===== config.mk =====
export PLATFORM = sky130hd
export DESIGN_NAME = line_marker_classifier
export DESIGN_NICKNAME = d
export VERILOG_FILES = /design/src/rtl/core/lmc_pkg.sv /design/src/rtl/core/line_marker_classifier.sv
export SDC_FILE = /design/constraint.sdc
export NUM_CORES = 1
export LEC_CHECK = 0
export BUFFER_PORTS_ARGS = -buffer_cell sky130_fd_sc_hd__buf_2
export CAP_MARGIN = 20
export CORE_MARGIN = 4
export CORE_UTILIZATION = 55
export DETAILED_ROUTE_END_ITERATION = 16
export PLACE_DENSITY = 0.85
export SLEW_MARGIN = 10
export SYNTH_ARGS = -nofsm -noshare
export SYNTH_HDL_FRONTEND = slang
export SYNTH_SLANG_ARGS = --single-unit
export TNS_END_PERCENT = 50

===== constraint.sdc =====
create_clock -name i_clk -period 10.1 [get_ports i_clk]
set_input_delay 0.505 -clock i_clk [delete_from_list [all_inputs] [get_ports i_clk]]
set_output_delay 0.505 -clock i_clk [all_outputs]
set_load 0.02 [all_outputs]

===== src/rtl/core/lmc_pkg.sv =====
// Types, constants and helpers for the line marker classifier.
// No dependencies; used by line_marker_classifier.
`default_nettype none

package lmc_pkg;

    localparam int unsigned SensorW  = 16;
    localparam int unsigned PosW     = 16;
    localparam int unsigned IdxW     = 4;
    localparam int unsigned AccW     = 32;
    localparam int unsigned ShiftW   = 4;
    localparam int unsigned CodeW    = 3;
    localparam int unsigned InDataW  = 40;
    localparam int unsigned OutDataW = 8;

    localparam logic [AccW-1:0] LeftMask  = 32'hFFF8_0000;
    localparam logic [AccW-1:0] RightMask = 32'h0000_0FFF;
    localparam logic [AccW-1:0] FullMask  = 32'h007F_FF00;

    localparam int PosOffset = 32000;
    localparam int PosStep   = 4000;
    localparam int unsigned WideCount = 4;

    typedef enum logic [1:0] {
        PH_IDLE     = 2'd0,
        PH_MARK     = 2'd1,
        PH_DECISION = 2'd2
    } t_phase;

    typedef enum logic [CodeW-1:0] {
        MC_NONE  = 3'd0,
        MC_LEFT  = 3'd1,
        MC_RIGHT = 3'd2,
        MC_END   = 3'd3,
        MC_CROSS = 3'd4
    } t_mark_code;

    // Alignment shift (pos + 32000) / 4000, found by counting step thresholds passed.
    // Positions from +28000 up land on 15 and those below -28000 on 0, just as after saturation.
    function automatic logic [ShiftW-1:0] align_shift(input logic signed [PosW-1:0] pos);
        logic [ShiftW-1:0] k;
        k = '0;
        for (int i = 1; i < 16; i++) begin
            if (int'(pos) >= i * PosStep - PosOffset) begin
                k = k + ShiftW'(1);
            end
        end
        return k;
    endfunction

    function automatic logic [AccW-1:0] align_sample(input logic signed [PosW-1:0] pos,
                                                     input logic [SensorW-1:0] bits);
        return {{(AccW-SensorW){1'b0}}, bits} << align_shift(pos);
    endfunction

    function automatic logic [4:0] count_ones16(input logic [SensorW-1:0] v);
        logic [4:0] n;
        n = '0;
        for (int i = 0; i < SensorW; i++) begin
            n = n + 5'(v[i]);
        end
        return n;
    endfunction

    // Sensor j sits at bit 15-j; the window covers first..last inclusive.
    function automatic logic [SensorW-1:0] window_mask(input logic [IdxW-1:0] first,
                                                       input logic [IdxW-1:0] last);
        logic [SensorW-1:0] m;
        for (int j = 0; j < SensorW; j++) begin
            m[SensorW-1-j] = (IdxW'(j) >= first) && (IdxW'(j) <= last);
        end
        return m;
    endfunction

endpackage

`default_nettype wire


===== src/rtl/core/line_marker_classifier.sv =====
// Line marker classifier: one sensor sample in, one classification word out.
// Depends on lmc_pkg for types, masks and the alignment helpers.
//
// Usage:
//   Slave channel (i_s_axis_*) carries one sensor sample per word. Master
//   channel (o_m_axis_*) returns exactly one result word per sample, in order.
//   A sample is classified in the cycle it is taken and its result sits in the
//   output register from the next cycle. The output register is the only
//   stage; a new word is taken whenever that register is empty or is being
//   emptied in the same cycle, so the rate is one word per clock while the
//   receiver keeps up.
//   When the receiver stalls, the result holds and the input is refused
//   until the held word has been taken; no word is dropped.
//   Reset (i_rst_n low, synchronous) returns the phase to idle, clears the
//   accumulator and both held flags, and empties the output register.
//   mark_code is nonzero only for the word that closes a marker.
`default_nettype none

module line_marker_classifier (
    input  wire logic                              i_clk,
    input  wire logic                              i_rst_n,
    input  wire logic                              i_s_axis_tvalid,
    output      logic                              o_s_axis_tready,
    // [15:0] sensor_bits, [31:16] position, [35:32] window_first,
    // [39:36] window_last
    input  wire logic [lmc_pkg::InDataW-1:0]       i_s_axis_tdata,
    output      logic                              o_m_axis_tvalid,
    input  wire logic                              i_m_axis_tready,
    // [2:0] mark_code, [3] marker_seen, [4] left_flag, [5] right_flag, [7:6] zero
    output      logic [lmc_pkg::OutDataW-1:0]      o_m_axis_tdata
);

    lmc_pkg::t_phase                 r_phase, n_phase;
    logic [lmc_pkg::AccW-1:0]        r_acc, n_acc;
    logic                            r_left_held, n_left_held;
    logic                            r_right_held, n_right_held;
    logic                            r_out_valid;
    logic [lmc_pkg::OutDataW-1:0]    r_out_data;

    logic [lmc_pkg::SensorW-1:0]     sensor_bits;
    logic signed [lmc_pkg::PosW-1:0] position;
    logic [lmc_pkg::IdxW-1:0]        window_first;
    logic [lmc_pkg::IdxW-1:0]        window_last;
    logic [lmc_pkg::SensorW-1:0]     win;
    logic                            marker;
    logic                            wide;
    logic [lmc_pkg::AccW-1:0]        aligned;
    logic                            acc_l, acc_r, acc_full;
    lmc_pkg::t_mark_code             code;
    logic                            s_acc;

    assign sensor_bits  = i_s_axis_tdata[15:0];
    assign position     = i_s_axis_tdata[31:16];
    assign window_first = i_s_axis_tdata[35:32];
    assign window_last  = i_s_axis_tdata[39:36];

    assign o_s_axis_tready = !r_out_valid || i_m_axis_tready;
    assign s_acc           = i_s_axis_tvalid && o_s_axis_tready;

    assign win      = lmc_pkg::window_mask(window_first, window_last);
    assign marker   = (sensor_bits & ~win) != '0;
    assign wide     = lmc_pkg::count_ones16(sensor_bits & win) > 5'(lmc_pkg::WideCount);
    assign aligned  = lmc_pkg::align_sample(position, sensor_bits);
    assign acc_l    = (r_acc & lmc_pkg::LeftMask) != '0;
    assign acc_r    = (r_acc & lmc_pkg::RightMask) != '0;
    assign acc_full = (r_acc & lmc_pkg::FullMask) == lmc_pkg::FullMask;

    always_ff @(posedge i_clk) begin
        if (!i_rst_n) begin
            r_phase      <= lmc_pkg::PH_IDLE;
            r_acc        <= '0;
            r_left_held  <= 1'b0;
            r_right_held <= 1'b0;
        end else if (s_acc) begin
            r_phase      <= n_phase;
            r_acc        <= n_acc;
            r_left_held  <= n_left_held;
            r_right_held <= n_right_held;
        end
    end

    always_comb begin
        n_phase      = r_phase;
        n_acc        = r_acc;
        n_left_held  = r_left_held;
        n_right_held = r_right_held;
        code         = lmc_pkg::MC_NONE;
        unique case (r_phase)
            lmc_pkg::PH_MARK: begin
                // flags come from the accumulator before this word is merged
                n_left_held  = acc_l;
                n_right_held = acc_r;
                if (!marker) begin
                    n_phase = lmc_pkg::PH_DECISION;
                end else begin
                    n_acc = r_acc | aligned;
                end
            end
            lmc_pkg::PH_DECISION: begin
                n_phase      = lmc_pkg::PH_IDLE;
                n_left_held  = 1'b0;
                n_right_held = 1'b0;
                if (acc_full) begin
                    code = lmc_pkg::MC_CROSS;
                end else if (acc_l && acc_r) begin
                    code = lmc_pkg::MC_END;
                end else if (acc_l) begin
                    code = lmc_pkg::MC_LEFT;
                end else if (acc_r) begin
                    code = lmc_pkg::MC_RIGHT;
                end
            end
            default: begin
                n_phase = lmc_pkg::PH_IDLE;
                if (wide || marker) begin
                    n_acc   = aligned;
                    n_phase = lmc_pkg::PH_MARK;
                end
            end
        endcase
    end

    always_ff @(posedge i_clk) begin
        if (!i_rst_n) begin
            r_out_valid <= 1'b0;
        end else if (s_acc) begin
            r_out_valid <= 1'b1;
        end else if (i_m_axis_tready) begin
            r_out_valid <= 1'b0;
        end
    end

    always_ff @(posedge i_clk) begin
        if (s_acc) begin
            r_out_data <= {2'b00, n_right_held, n_left_held, marker, code};
        end
    end

    assign o_m_axis_tvalid = r_out_valid;
    assign o_m_axis_tdata  = r_out_data;

`ifndef SYNTH
    // A decision word always returns the machine to idle.
    a_decision_to_idle: assert property (@(posedge i_clk) disable iff (!i_rst_n)
        (s_acc && r_phase == lmc_pkg::PH_DECISION) |=> (r_phase == lmc_pkg::PH_IDLE))
        else $error("decision word did not return to idle");

    // Held flags are clear whenever the machine is idle.
    a_idle_flags_clear: assert property (@(posedge i_clk) disable iff (!i_rst_n)
        (r_phase == lmc_pkg::PH_IDLE) |-> (!r_left_held && !r_right_held))
        else $error("held flags set while idle");

    // Every accepted sample leaves a result waiting.
    a_accept_gives_result: assert property (@(posedge i_clk) disable iff (!i_rst_n)
        s_acc |=> r_out_valid)
        else $error("accepted sample left no result");

    // A nonzero mark code only comes from the decision phase.
    a_code_from_decision: assert property (@(posedge i_clk) disable iff (!i_rst_n)
        (s_acc && r_phase != lmc_pkg::PH_DECISION)
            |=> (r_out_data[2:0] == lmc_pkg::MC_NONE))
        else $error("mark code outside decision");
`endif

endmodule

`default_nettype wire

Word level (Yosys, flattened, before mapping) --
Index checks and enable logic that the tools add are counted.
Word-level totals: input port bits 44, output and inout port bits 10, memory bits (read-only) 0, register bits after elaboration 43, memory bits (writable) 0, memories kept 0, latch bits 0
Cells by class: reductions and logical operators 29, $mul 0, bitwise logic cells 5, order comparisons 48, equal/unequal tests 5, mux-type cells 29, shift-type cells 1, add/subtract/negate cells 29, divide/modulo/power cells 0
Operator list (count):
- >= comparator 16 bit (second input constant) | 6
- >= comparator 16 x 15 -> 1 bit (second input constant) | 4
- two-way mux 32 bit | 2
- one-hot mux 32 bit (2 select lines) | 1
- nonzero test 32 bit | 2
- adder 4 x 1 -> 4 bit (second input constant) | 14
- two-way mux 4 bit | 14
- adder 5 x 1 -> 5 bit | 11
- AND 16 bit | 2
- >= comparator 16 x 13 -> 1 bit (second input constant) | 2
- >= comparator 16 x 14 -> 1 bit (second input constant) | 2
- >= comparator 4 bit (first input constant) | 8
- <= comparator 4 bit (first input constant) | 8
- OR 32 bit | 1
- left shift 16 x 4 -> 32 bit | 1
- logical AND 1 bit | 18
- >= comparator 16 x 1 -> 1 bit (second input constant) | 1
- >= comparator 3 x 4 -> 1 bit (first input constant) | 4
- <= comparator 3 x 4 -> 1 bit (first input constant) | 4
- inverter 16 bit | 1
- nonzero test 16 bit | 1
- equality test 15 bit (second input constant) | 1
- >= comparator 1 x 4 -> 1 bit (first input constant) | 2
- >= comparator 2 x 4 -> 1 bit (first input constant) | 2
- 22 further kinds | 34

Longest topological paths before layout --
depth in word-level cells 34, gate-level depth with buffers 58, depth with buffers taken out 55

Least setup slack after synthesis --
No wires, ideal clock.
path type input to register, from input i_s_axis_tdata[22] in the netlist's numbering, to register r_acc[14] in the netlist's numbering, required time 9978 ps, slack -385 ps, stages on the path 52, path buffers 2, arrival 10363 ps, setup time 122 ps, cells stage by stage buf_2 > o21a_1 > o21ai_0 > nand2_1 > a211oi_1 > ha_1 > or3_1 > and2_1 > ha_1 > o22a_1 > ha_1 > nand2_1 > nand2_1 > ha_1 > nand2b_1 > nor2b_1 > ha_1 > mux2i_1 > [16 not listed] > ha_1 > nor2b_1 > o31ai_1 > a22oi_1 > ha_1 > o22ai_1 > a31oi_1 > ha_1 > nand2_1 > nand2b_1 > ha_1 > a221oi_2 > buf_2 > mux2i_1 > mux2i_1 > mux2_2 > and3_1 > a221o_1
On the way: cells in the longest elaborated chain, start to end 34, elaborated cells on any way between the ends 49, those cells by class add/sub: 14; order compare: 15; shift: 1; mux: 18; bitwise: 1
Ends and longest elaborated chain:
- start, declared | RTL line line_marker_classifier.sv:26 | input wire logic [lmc_pkg::InDataW-1:0] i_s_axis_tdata,
- >= comparator 16 bit | RTL line lmc_pkg.sv:44 | if (int'(pos) >= i * PosStep - PosOffset) begin
- two-way mux 1 bit | RTL line lmc_pkg.sv:44
- adder 4 x 1 -> 4 bit | RTL line lmc_pkg.sv:45 | k = k + ShiftW'(1);
- two-way mux 4 bit | RTL line lmc_pkg.sv:44
- adder 4 x 1 -> 4 bit | RTL line lmc_pkg.sv:45
- two-way mux 4 bit | RTL line lmc_pkg.sv:44
- adder 4 x 1 -> 4 bit | RTL line lmc_pkg.sv:45
- two-way mux 4 bit | RTL line lmc_pkg.sv:44
- [18 not listed]
- adder 4 x 1 -> 4 bit | RTL line lmc_pkg.sv:45
- two-way mux 4 bit | RTL line lmc_pkg.sv:44
- adder 4 x 1 -> 4 bit | RTL line lmc_pkg.sv:45
- two-way mux 4 bit (*) | RTL line lmc_pkg.sv:44
- left shift 16 x 4 -> 32 bit (*) | RTL line lmc_pkg.sv:53 | return {{(AccW-SensorW){1'b0}}, bits} << align_shift(pos);
- OR 32 bit | RTL line line_marker_classifier.sv:96 | n_acc = r_acc | aligned;
- two-way mux 32 bit | RTL line line_marker_classifier.sv:93 | if (!marker) begin
- one-hot mux 32 bit (2 select lines) (*) | RTL line line_marker_classifier.sv:88 | unique case (r_phase)
- end signal, assigned | RTL line line_marker_classifier.sv:76 | r_acc <= n_acc;
- end, declared | RTL line line_marker_classifier.sv:34 | logic [lmc_pkg::AccW-1:0] r_acc, n_acc;
Mark *: on every way between the ends. The rest lies on a longest branch, timed or not. The select of a mux whose other input is x is not followed. A chain may end at the register's enable or synchronous reset.

Worst setup path after layout --
from input i_s_axis_tdata[21] in the netlist's numbering, to register r_acc[14] in the netlist's numbering
The elaborated chain is that of the path after synthesis.

==> metrics list <==
* Post-detailed-placement cell area: 5770 um^2
* Element type at the critical path end: flop
* Fin area: 6330 um^2
- CTS root buffer: clkbuf_8
* Timing-limited maximum frequency: 99.7 MHz
* Detailed-router iteration count before antenna repair: 5
* Startpoint of the worst hold path: r_acc[0]
- Port buffering added 51 buffers.
- The final layout contains routed wiring with a total length of 15.8 mm.
- The worst register-to-register path ends at r_acc[11].
* Largest clock skew in the final design: 0.00631 ns
* Clock latency on the worst-skew pair: 0.29 ns
* Crit path largest cell delay: 0.40 ns
* Crit-path slowest cell: or3_4
- In this run, synthesis inferred 6 flip-flops with an integrated enable.
- Fraction of synthesized cell area taken by the top area cell type: 14.2%
- Max-cap violations in this run came to 0.
- Vias after detailed routing: 5461
* Unrepaired setup endpoints after global routing: true
* Required time at the worst-slack endpoint: 10.29 ns
- Entering global routing, the biggest net connects 30 pins.
- Via-per-instance ratio: 6.72
* Most frequently used flop master after synthesis: dfxtp_1
- Number of nets at the end of the flow: 781
- nand2_1 is the most common cell in the netlist.
- Data on the critical path arrives at its endpoint at 10.22 ns.
- Routed length per placed instance: 19.5 um
- Final antenna-violating net count: 0
- Clock slew seen by the registers of the worst setup and hold paths: 0.07 ns
- First-pass GRT wire length: 24.1 mm
- Vias in the first global route: 5115
- Placed Instances: 790
* Area inside the core boundary: 8850 um^2
* Yosys reg bits: 42
- Synth Warn #: 0
* I/O pin total: 54
- Total count of max-transition violations in the final report: 0
- Antenna cell count: 0
- Total GRT Usage: 26.1%
* Share of the cycle needed by the critical path after routing: 99.3%
- Library cell occupying the most area in the post-synthesis netlist: dfxtp_1
* Area of the mapped netlist: 5090 um^2
* Cell Rows: 34
- Layout area overhead: 24.3%
* Slew Limit Headroom: 30.9%
- The commonest cells after synthesis are 58 x nand2_1, 36 x dfxtp_1, 35 x mux2i_1, 35 x nor2_1, 30 x inv_1.
- Clock sinks: 42
- DR DRC count: 0
* Static Leak: 2.66 nW
* Slew @ Worst Pin: 1.03 ns
* Post-detail-place hpwl: 11.1 mm
- Measured in cells, the most critical reg-to-reg path has a length of 8.
- The floorplan step set the die height to 104 um.
* Final weighted congestion in routability-driven placement: 0.949
- Final setup viols: 0
- The worst hold path belongs to the class reg2reg.
- CTS Buf Count: 5
* Hold Path End: r_acc[0]
- The worst setup path is launched from a primary input.
* Peak VDD IR: 0.000179 V
- Critical path type: in2reg
- The most numerous cell type found on the critical path is ha_4.
* Reg-to-reg slack, setup: 7.83 ns
- Subtracting the final worst setup slack from the clock period gives 10.03 ns.
- The total overflow left after global routing is 0.
- Count of non-filler cells in the finished layout: 813
* Share of flip-flops with an asynchronous set or reset after synthesis: 0%
- For this configuration, the core starts out at a cell density of 57.5%.
- The H-tree was split into 2 levels.
* CTS tree: built
* Max Root-Sink Buffers: 2
* Fin. Hold Viols: 0
* Mapped Avg Cell Area: 8.25 um^2
- Along the worst hold path, the cell count comes to 2.
- Width of the die: 104 um
* Netlist cell types: 87
- Of all nets on the critical path, the largest fanout is 4.
- Biggest area contributors in the synthesized netlist: dfxtp_1 14%, mux2i_1 6.9%, ha_1 5.4%
* Overall die area: 10900 um^2
- In the final layout, the share of cells above drive strength 1 is 31.6%.
* Power density cells: 228 nW/um^2
- Worst reg2reg path startpoint: o_m_axis_tvalid
- After the first detailed-routing iteration, the DRC count stood at 452.
* Result of the run: completed
- Cells after Synth: 617
* Antenna violations before repair: 0
* Total negative slack: 0 ns
- Share of the yosys chip area belonging to registers: 17.7%
worst max-delay path by stage:
stage	start	end	slack, ns	cells past startpoint
global route	i_s_axis_tdata[21]	r_acc[14]	-0.32	52
finish	i_s_axis_tdata[21]	r_acc[14]	0.07	52
floorplan	i_s_axis_tdata[24]	r_acc[14]	-0.08	54
detailed placement	i_s_axis_tdata[22]	r_acc[14]	-0.44	52
CTS	i_s_axis_tdata[22]	r_acc[14]	0.007	52
global placement	i_s_axis_tdata[22]	r_acc[14]	-0.11	52
registers in the layout (all words and copies together), names as in the netlist:
name             flops
o_m_axis_tdata       6
r_phase              2
o_m_axis_tvalid      1
r_right_held         1
r_acc               31
r_left_held          1
routing by layer:
metal	up-vias	track usage, %	wire (um)
met3	75	3.29	1250
met2	330	45.5	7780
met4	0	9.12	731
li1	2476	-	-
met5	-	0	0
met1	2580	33.2	6080
cell type report:
| type | instances | area, um^2 |
|---|---|---|
| inverter | 31 | 119 |
| timing repair buffer | 124 | 858 |
| fill | 607 | 2520 |
| tap | 108 | 135 |
| clock buffer | 7 | 86.3 |
| multi-input combinational | 501 | 4230 |
| sequential | 42 | 901 |
cell families (layout without fill, tap and decap cells):
group / after synthesis / after routing / share of synthesized area [%]
xor+xnor: 29 / 29 / 7.86
compound gates: 163 / 163 / 24.7
buf+inv: 75 / 162 / 6.88
mux: 51 / 51 / 10.4
other cells: 1 / 2 / 0.0737
flops: 42 / 42 / 17.7
fa+ha+maj: 32 / 32 / 9.34
simple gates: 224 / 224 / 23.0
cell usage in the layout (no fill, tap or decap), types with 5 or more instances in the layout:
| cell | count |
|---|---|
| a221o_1 | 9 |
| ha_1 | 14 |
| buf_6 | 6 |
| o21ai_1 | 8 |
| nand2b_1 | 9 |
| a21oi_2 | 5 |
| fa_1 | 10 |
| inv_1 | 29 |
| xor2_1 | 6 |
| nor2_1 | 34 |
| o21ai_0 | 20 |
| ha_4 | 8 |
| or3_1 | 6 |
| a22o_1 | 9 |
| and3_1 | 7 |
| nor2b_1 | 14 |
| buf_4 | 66 |
| buf_2 | 49 |
| nand4_1 | 9 |
| xnor2_1 | 10 |
| mux2i_2 | 5 |
| mux2_2 | 11 |
| nand3_1 | 19 |
| a211o_1 | 6 |
| mux2i_1 | 26 |
| edfxtp_1 | 6 |
| nor4_1 | 10 |
| dfxtp_1 | 36 |
| a21oi_1 | 15 |
| mux2_4 | 5 |
| nor3_1 | 8 |
| nand2_1 | 53 |
| clkbuf_8 | 6 |
| a22oi_1 | 5 |
| o211ai_1 | 13 |
| and2_1 | 14 |
| or2_2 | 6 |
metrics by stage:
stage	utilization, %	total power [mW]	hold slack, ns	setup slack (ns)
after global routing	71.5	1.52	0.479	-0.318
after CTS	67.1	1.29	0.463	0.00693
after floorplan	-	0.902	0.425	-0.0805
after detailed placement	65.2	1.15	0.449	-0.435
after global placement	65.1	1.12	0.438	-0.106
final	71.5	1.44	0.465	0.0659
where the power goes:
group	internal, mW	total (mW)	switching, mW
registers	0.211	0.243	0.0319
logic	0.526	1.09	0.564
clock network	0.0542	0.108	0.0537
total	0.791	1.44	0.650
timing repair:
item / CTS / global route
endpoints found under the setup margin: 17 / 31
pin swaps: 7 / 32
hold buffers: 0 / 0
cloned: 1 / 0
gates resized for setup: 9 / 57
buffers inserted: 3 / 11
critical path: cells and delay by family:
family,cells,cell delay (ns)
fa+ha+maj,13,3.46
simple gates,21,2.71
compound gates,11,2.18
mux,5,1.06
buf+inv,2,0.27
(Power assumes the default switching activity.)
